<file path="src/hdl/swm_pkg.sv">
`timescale 1ns / 1ps

package swm_pkg;

    localparam int DEFAULT_MAX_WINDOW   = 32;
    localparam int DEFAULT_SAMPLE_WIDTH = 16;
    localparam int CFG_WIDTH            = 6;

    localparam logic [CFG_WIDTH-1:0] WINDOW_SIZE_RESET = 6'd3;

    // per-cycle command broadcast along the sorting chain
    typedef struct packed {
        logic clear;    // empty every cell before a new sort
        logic shift;    // move every held value one cell towards cell 0
    } swm_cell_ctrl_t;

endpackage

</file>
<file path="src/hdl/swm_cell.sv">
`timescale 1ns / 1ps

// One insertion cell: keeps the smaller value, passes the larger one right.
module swm_cell
    import swm_pkg::*;
#(
    parameter int SAMPLE_WIDTH = DEFAULT_SAMPLE_WIDTH
)
(
    input  logic                           clk,
    input  logic                           rst_n,
    input  swm_cell_ctrl_t                 ctrl,
    input  logic                           in_valid,
    input  logic signed [SAMPLE_WIDTH-1:0] in_data,
    input  logic signed [SAMPLE_WIDTH-1:0] right_data,
    output logic                           out_valid,
    output logic signed [SAMPLE_WIDTH-1:0] out_data,
    output logic signed [SAMPLE_WIDTH-1:0] held_data
);

    logic                           full_reg;
    logic                           link_vld_reg;
    logic signed [SAMPLE_WIDTH-1:0] held_reg;
    logic signed [SAMPLE_WIDTH-1:0] link_reg;

    always_ff @(posedge clk or negedge rst_n)
    begin
        if (!rst_n)
        begin
            full_reg     <= 1'b0;
            link_vld_reg <= 1'b0;
        end
        else if (ctrl.clear)
        begin
            full_reg     <= 1'b0;
            link_vld_reg <= 1'b0;
        end
        else if (ctrl.shift)
        begin
            link_vld_reg <= 1'b0;
        end
        else if (in_valid)
        begin
            full_reg     <= 1'b1;
            link_vld_reg <= full_reg;
        end
        else
        begin
            link_vld_reg <= 1'b0;
        end
    end

    // payload, no reset
    always_ff @(posedge clk)
    begin
        if (ctrl.shift)
        begin
            held_reg <= right_data;
        end
        else if (in_valid)
        begin
            if (!full_reg)
            begin
                held_reg <= in_data;
            end
            else if (in_data < held_reg)
            begin
                held_reg <= in_data;
                link_reg <= held_reg;
            end
            else
            begin
                link_reg <= in_data;
            end
        end
    end

    assign out_valid = link_vld_reg;
    assign out_data  = link_reg;
    assign held_data = held_reg;

endmodule

</file>
<file path="src/hdl/swm_chain.sv">
`timescale 1ns / 1ps

// Row of insertion cells; after settling, cell 0 holds the smallest value.
module swm_chain
    import swm_pkg::*;
#(
    parameter int MAX_WINDOW   = DEFAULT_MAX_WINDOW,
    parameter int SAMPLE_WIDTH = DEFAULT_SAMPLE_WIDTH
)
(
    input  logic                           clk,
    input  logic                           rst_n,
    input  swm_cell_ctrl_t                 ctrl,
    input  logic                           in_valid,
    input  logic signed [SAMPLE_WIDTH-1:0] in_data,
    output logic signed [SAMPLE_WIDTH-1:0] head_data
);

    logic                           link_vld [MAX_WINDOW+1];
    logic signed [SAMPLE_WIDTH-1:0] link_data [MAX_WINDOW+1];
    logic signed [SAMPLE_WIDTH-1:0] held [MAX_WINDOW+1];

    assign link_vld[0]       = in_valid;
    assign link_data[0]      = in_data;
    assign held[MAX_WINDOW]  = '0;

    for (genvar i = 0; i < MAX_WINDOW; i++)
    begin : g_cell
        swm_cell #(
            .SAMPLE_WIDTH (SAMPLE_WIDTH)
        ) u_cell (
            .clk        (clk),
            .rst_n      (rst_n),
            .ctrl       (ctrl),
            .in_valid   (link_vld[i]),
            .in_data    (link_data[i]),
            .right_data (held[i+1]),
            .out_valid  (link_vld[i+1]),
            .out_data   (link_data[i+1]),
            .held_data  (held[i])
        );
    end

    assign head_data = held[0];

endmodule

</file>
<file path="config.mk">
export PLATFORM = sky130hd
export DESIGN_NAME = swm_chain
export DESIGN_NICKNAME = d
export VERILOG_FILES = /design/src/hdl/swm_pkg.sv /design/src/hdl/swm_cell.sv /design/src/hdl/swm_chain.sv
export SDC_FILE = /design/constraint.sdc
export NUM_CORES = 2
export LEC_CHECK = 0
export BUFFER_PORTS_ARGS = -buffer_cell sky130_fd_sc_hd__buf_2
export CORE_ASPECT_RATIO = 1.2
export CORE_UTILIZATION = 58
export DETAILED_ROUTE_END_ITERATION = 6
export GPL_ROUTABILITY_DRIVEN = 0
export PLACE_DENSITY = 0.89
export SYNTH_ARGS = -nofsm -noshare
export SYNTH_HDL_FRONTEND = slang
export SYNTH_SLANG_ARGS = --single-unit
export TNS_END_PERCENT = 1
</file>
<file path="constraint.sdc">
create_clock -name clk -period 2.9 [get_ports clk]
set_input_delay 0.145 -clock clk [delete_from_list [all_inputs] [get_ports clk]]
set_output_delay 0.145 -clock clk [all_outputs]
set_load 0.005 [all_outputs]
</file>
==> summary.md <==
| Metric | Value |
|---|---|
| Outcome | completed |
| Fill cell count | about 6,400 |
| Most frequent cells in the layout | 992 x edfxtp_1, 828 x mux2_2, 492 x inv_1 |
| Crit path launch type | flop |
| Reg-to-Reg End | g_cell[3].u_cell.out_data[1]$_DFFE_PP_ |
| Reg-to-reg startpoint | g_cell[2].u_cell.out_data[7]$_DFFE_PP_ |
| Fin. Hold Viols | 0 |
| #FFs+latches synth | 1,071 |
| Synth Instances | 4,521 |
| Async SR Flop Fraction | between 5 and 6% |
| Detailed Place HPWL | roughly 85,000 um |
| EDFF count, synth | about 990 |
| Fin area | around 63,000 um^2 |
| Hold path endpoint | g_cell[23].u_cell.full_reg$_DFFE_PN0P_ |
| Antenna violations before repair | 1 |
| Clk sinks | ~1,100 |
| Flip-flop and latch area | 31,700 um^2 |
| DP Area | between 50,000 and 60,000 um^2 |
| Hold wc startpoint | ctrl[1] |
| Static Leak | between 20 and 30 nW |
| I/O pin total | 37 |
| Type of the worst setup path | flop to flop |
| Reg2reg setup slack | about 130 ps |
| Min-Delay Path Depth | 3 |
| First DRT Iteration DRCs | about 3,000 |
| Clk buf depth | 3 |
| Setup Skew | 52.1 ps |
| Pwr dens | about 550 nW/um^2 |
| Initial core utilization | between 50% and 60% |
| Buffers on Ports | 36 |
| Initial DRT Pass Iterations | 5 |
| CP endpoint kind | flop |
| Total CTS buffers | between 100 and 150 |
| Multi-input logic area | about 23,000 um^2 |
| Routed vias | 36,400 |
| Sequential area share after synthesis | 55.3% |
| DRC viols | 0 |
| Cell variety after synth | 54 |
| CTS tree | yes |
| Core area | 97,300 um^2 |
| RSZ-0062 raised after global routing | false |
| Die Span X | 289 um |
| First-pass GRT wire length | 201,000 um |
| Post-DRT Antenna Nets | 0 |
| Via density | roughly 6.0 |
| Final min period | 2770 ps |
| DR WL/cell | roughly 20 um |
| Worst Hold Class | input port to flop |
| Mean area per synthesized cell | approximately 13 um^2 |
| Clk pin slew, worst setup/hold paths | roughly 70 ps |
| Pwr Total | 34.9 mW |
| Mapped Nets | ~5,000 |
| Gr usage total | 24.9% |
| Reg2Reg Depth | 7 |
| Row count | 125 |
| Die H | 346 um |
| Synthesized area | 57,300 um^2 |
| H-Tree Depth | 3 |
| Synth warn | 0 |
| Grt ovf | 0 |
| Max reg flops | between 500 and 600 |
| CTS root buffer | clkbuf_16 |
| Net count, final | 5,171 |
| Clk Latency, worst-skew pair | just over 700 ps |
| Die area | 100,000 um^2 |
| Most used flip-flop cell after synthesis | edfxtp_1 |
| Worst slew pin tran | 954 ps |
| Max Clk Rate | about 0.36 GHz |
| CP required | ~3400 ps |
| Maxcap violations | 0 |
| Vias in the first global route | ~39,000 |
| Final setup fails | 0 |
| Commonest non-fill, non-tap cell in the layout | edfxtp_1 |
| Largest net degree at the start of global routing | 141 |
| VDD IR-drop max | 0.000597 V |
| Share of layout cells above drive strength 1 | about a quarter |
| Worst relative slew slack | a little over a third |
| Final Slew Violations | 0 |
| WP data arrival | between 3000 and 4000 ps |
| CP max FO | 7 |
| Area Overhead vs Synth | 10.7% |
| Drt total wl | about 120,000 um |
| Final Cycle Share | 95.4% |
synthesized netlist by cell type, types with 5 or more instances:
master,count,share of area (%)
o21a_1,19,0.25
dfxtp_1,16,0.56
nor3b_1,12,0.16
a221oi_1,13,0.20
o31ai_1,10,0.13
nor2_1,233,1.5
buf_2,28,0.24
nand2b_1,23,0.25
buf_6,6,0.12
and4_1,10,0.15
o211ai_1,28,0.37
ha_1,480,10
nor3_1,28,0.24
nand3_1,14,0.12
a211oi_1,43,0.56
clkbuf_1,90,0.59
nor2b_1,21,0.23
a21o_1,31,0.41
a41oi_1,15,0.23
dfrtp_1,63,2.8
a21oi_1,213,1.9
mux2i_1,16,0.28
nand4_1,22,0.24
o21ai_0,293,2.6
mux2_2,828,16
edfxtp_1,992,52
inv_1,493,3.2
a211o_1,5,0.076
buf_1,9,0.059
a31oi_1,19,0.21
nand2_1,397,2.6
mux2_4,18,0.47
how the worst max path moves through the flow:
stage | start | end | slack, ps
after global routing | g_cell[5].u_cell.held_data[6]$_DFFE_PP_ | g_cell[5].u_cell.out_data[12]$_DFFE_PP_ | 20
after floorplan | g_cell[11].u_cell.out_data[2]$_DFFE_PP_ | g_cell[12].u_cell.held_data[0]$_DFFE_PP_ | -130
after global placement | g_cell[1].u_cell.held_data[11]$_DFFE_PP_ | g_cell[1].u_cell.held_data[13]$_DFFE_PP_ | 220
after detailed placement | g_cell[2].u_cell.held_data[1]$_DFFE_PP_ | g_cell[2].u_cell.held_data[12]$_DFFE_PP_ | 90
after CTS | g_cell[2].u_cell.held_data[1]$_DFFE_PP_ | g_cell[2].u_cell.held_data[0]$_DFFE_PP_ | 90
final | g_cell[2].u_cell.out_data[7]$_DFFE_PP_ | g_cell[3].u_cell.out_data[1]$_DFFE_PP_ | 130
where the power goes:
part           total [mW]  switching (mW)  internal (mW)  leakage, nW
clock                14.1            6.13           8.01         1.71
sequential           17.8           0.356           17.4         10.3
combinational        3.04            1.63           1.41         13.4
total                34.9            8.12           26.8         25.4
critical path: stages, from the launching register on:
cell and delay, ps:
edfxtp_1 430, ha_1 350, nand4_1 100, o311a_1 410
nor4b_4 160, nor3_4 460, buf_4 250, mux2_2 330
logic make-up after synthesis:
group,after synthesis,share of synthesized area (%)
AO/OA/AOI/OAI,710,7.17
adder cells (fa/ha/maj),480,10.5
buffers and inverters,628,4.29
flip-flops,1071,55.3
multiplexers,864,17.1
AND/OR/NAND/NOR,768,5.67
through the flow:
stage	util [%]	setup WS [ps]	std cells	setup TNS (ps)	hold slack [ps]
5_1_grt	65.2	22.1	6032	0	50.0
3_5_place_dp	61.3	88.5	5814	0	329
4_1_cts	65.1	87.1	6031	0	12.8
2_1_floorplan	-	-134	4521	-3710	-151
6_report	65.2	135	6032	0	50.6
3_3_place_gp	61.3	217	5814	0	310
timing repair:
item	in CTS	in global routing
setup buffers	0	0
hold buffers	19	0
resized for setup	0	4
endpoints found under the hold margin	113	0
endpoints found under the setup margin	0	44
routing by layer:
metal,up-vias,global-route usage [%],part of all wire [%]
met5,-,0,0
met4,0,9.04,3.2
met3,305,2.92,4.7
met2,1099,45.5,53
met1,18100,30.0,39
li1,16900,-,-
final cells by class:
class                      instances  area share (%)
antenna                            1         0.00395
clock buffer                     136            4.41
tap                             1270            2.51
inverter                         493            2.92
multi-input combinational       2822            36.7
timing repair buffer             177            2.35
clock inverter                    62            1.11
sequential                      1071            50.0
(Power assumes the default switching activity.)
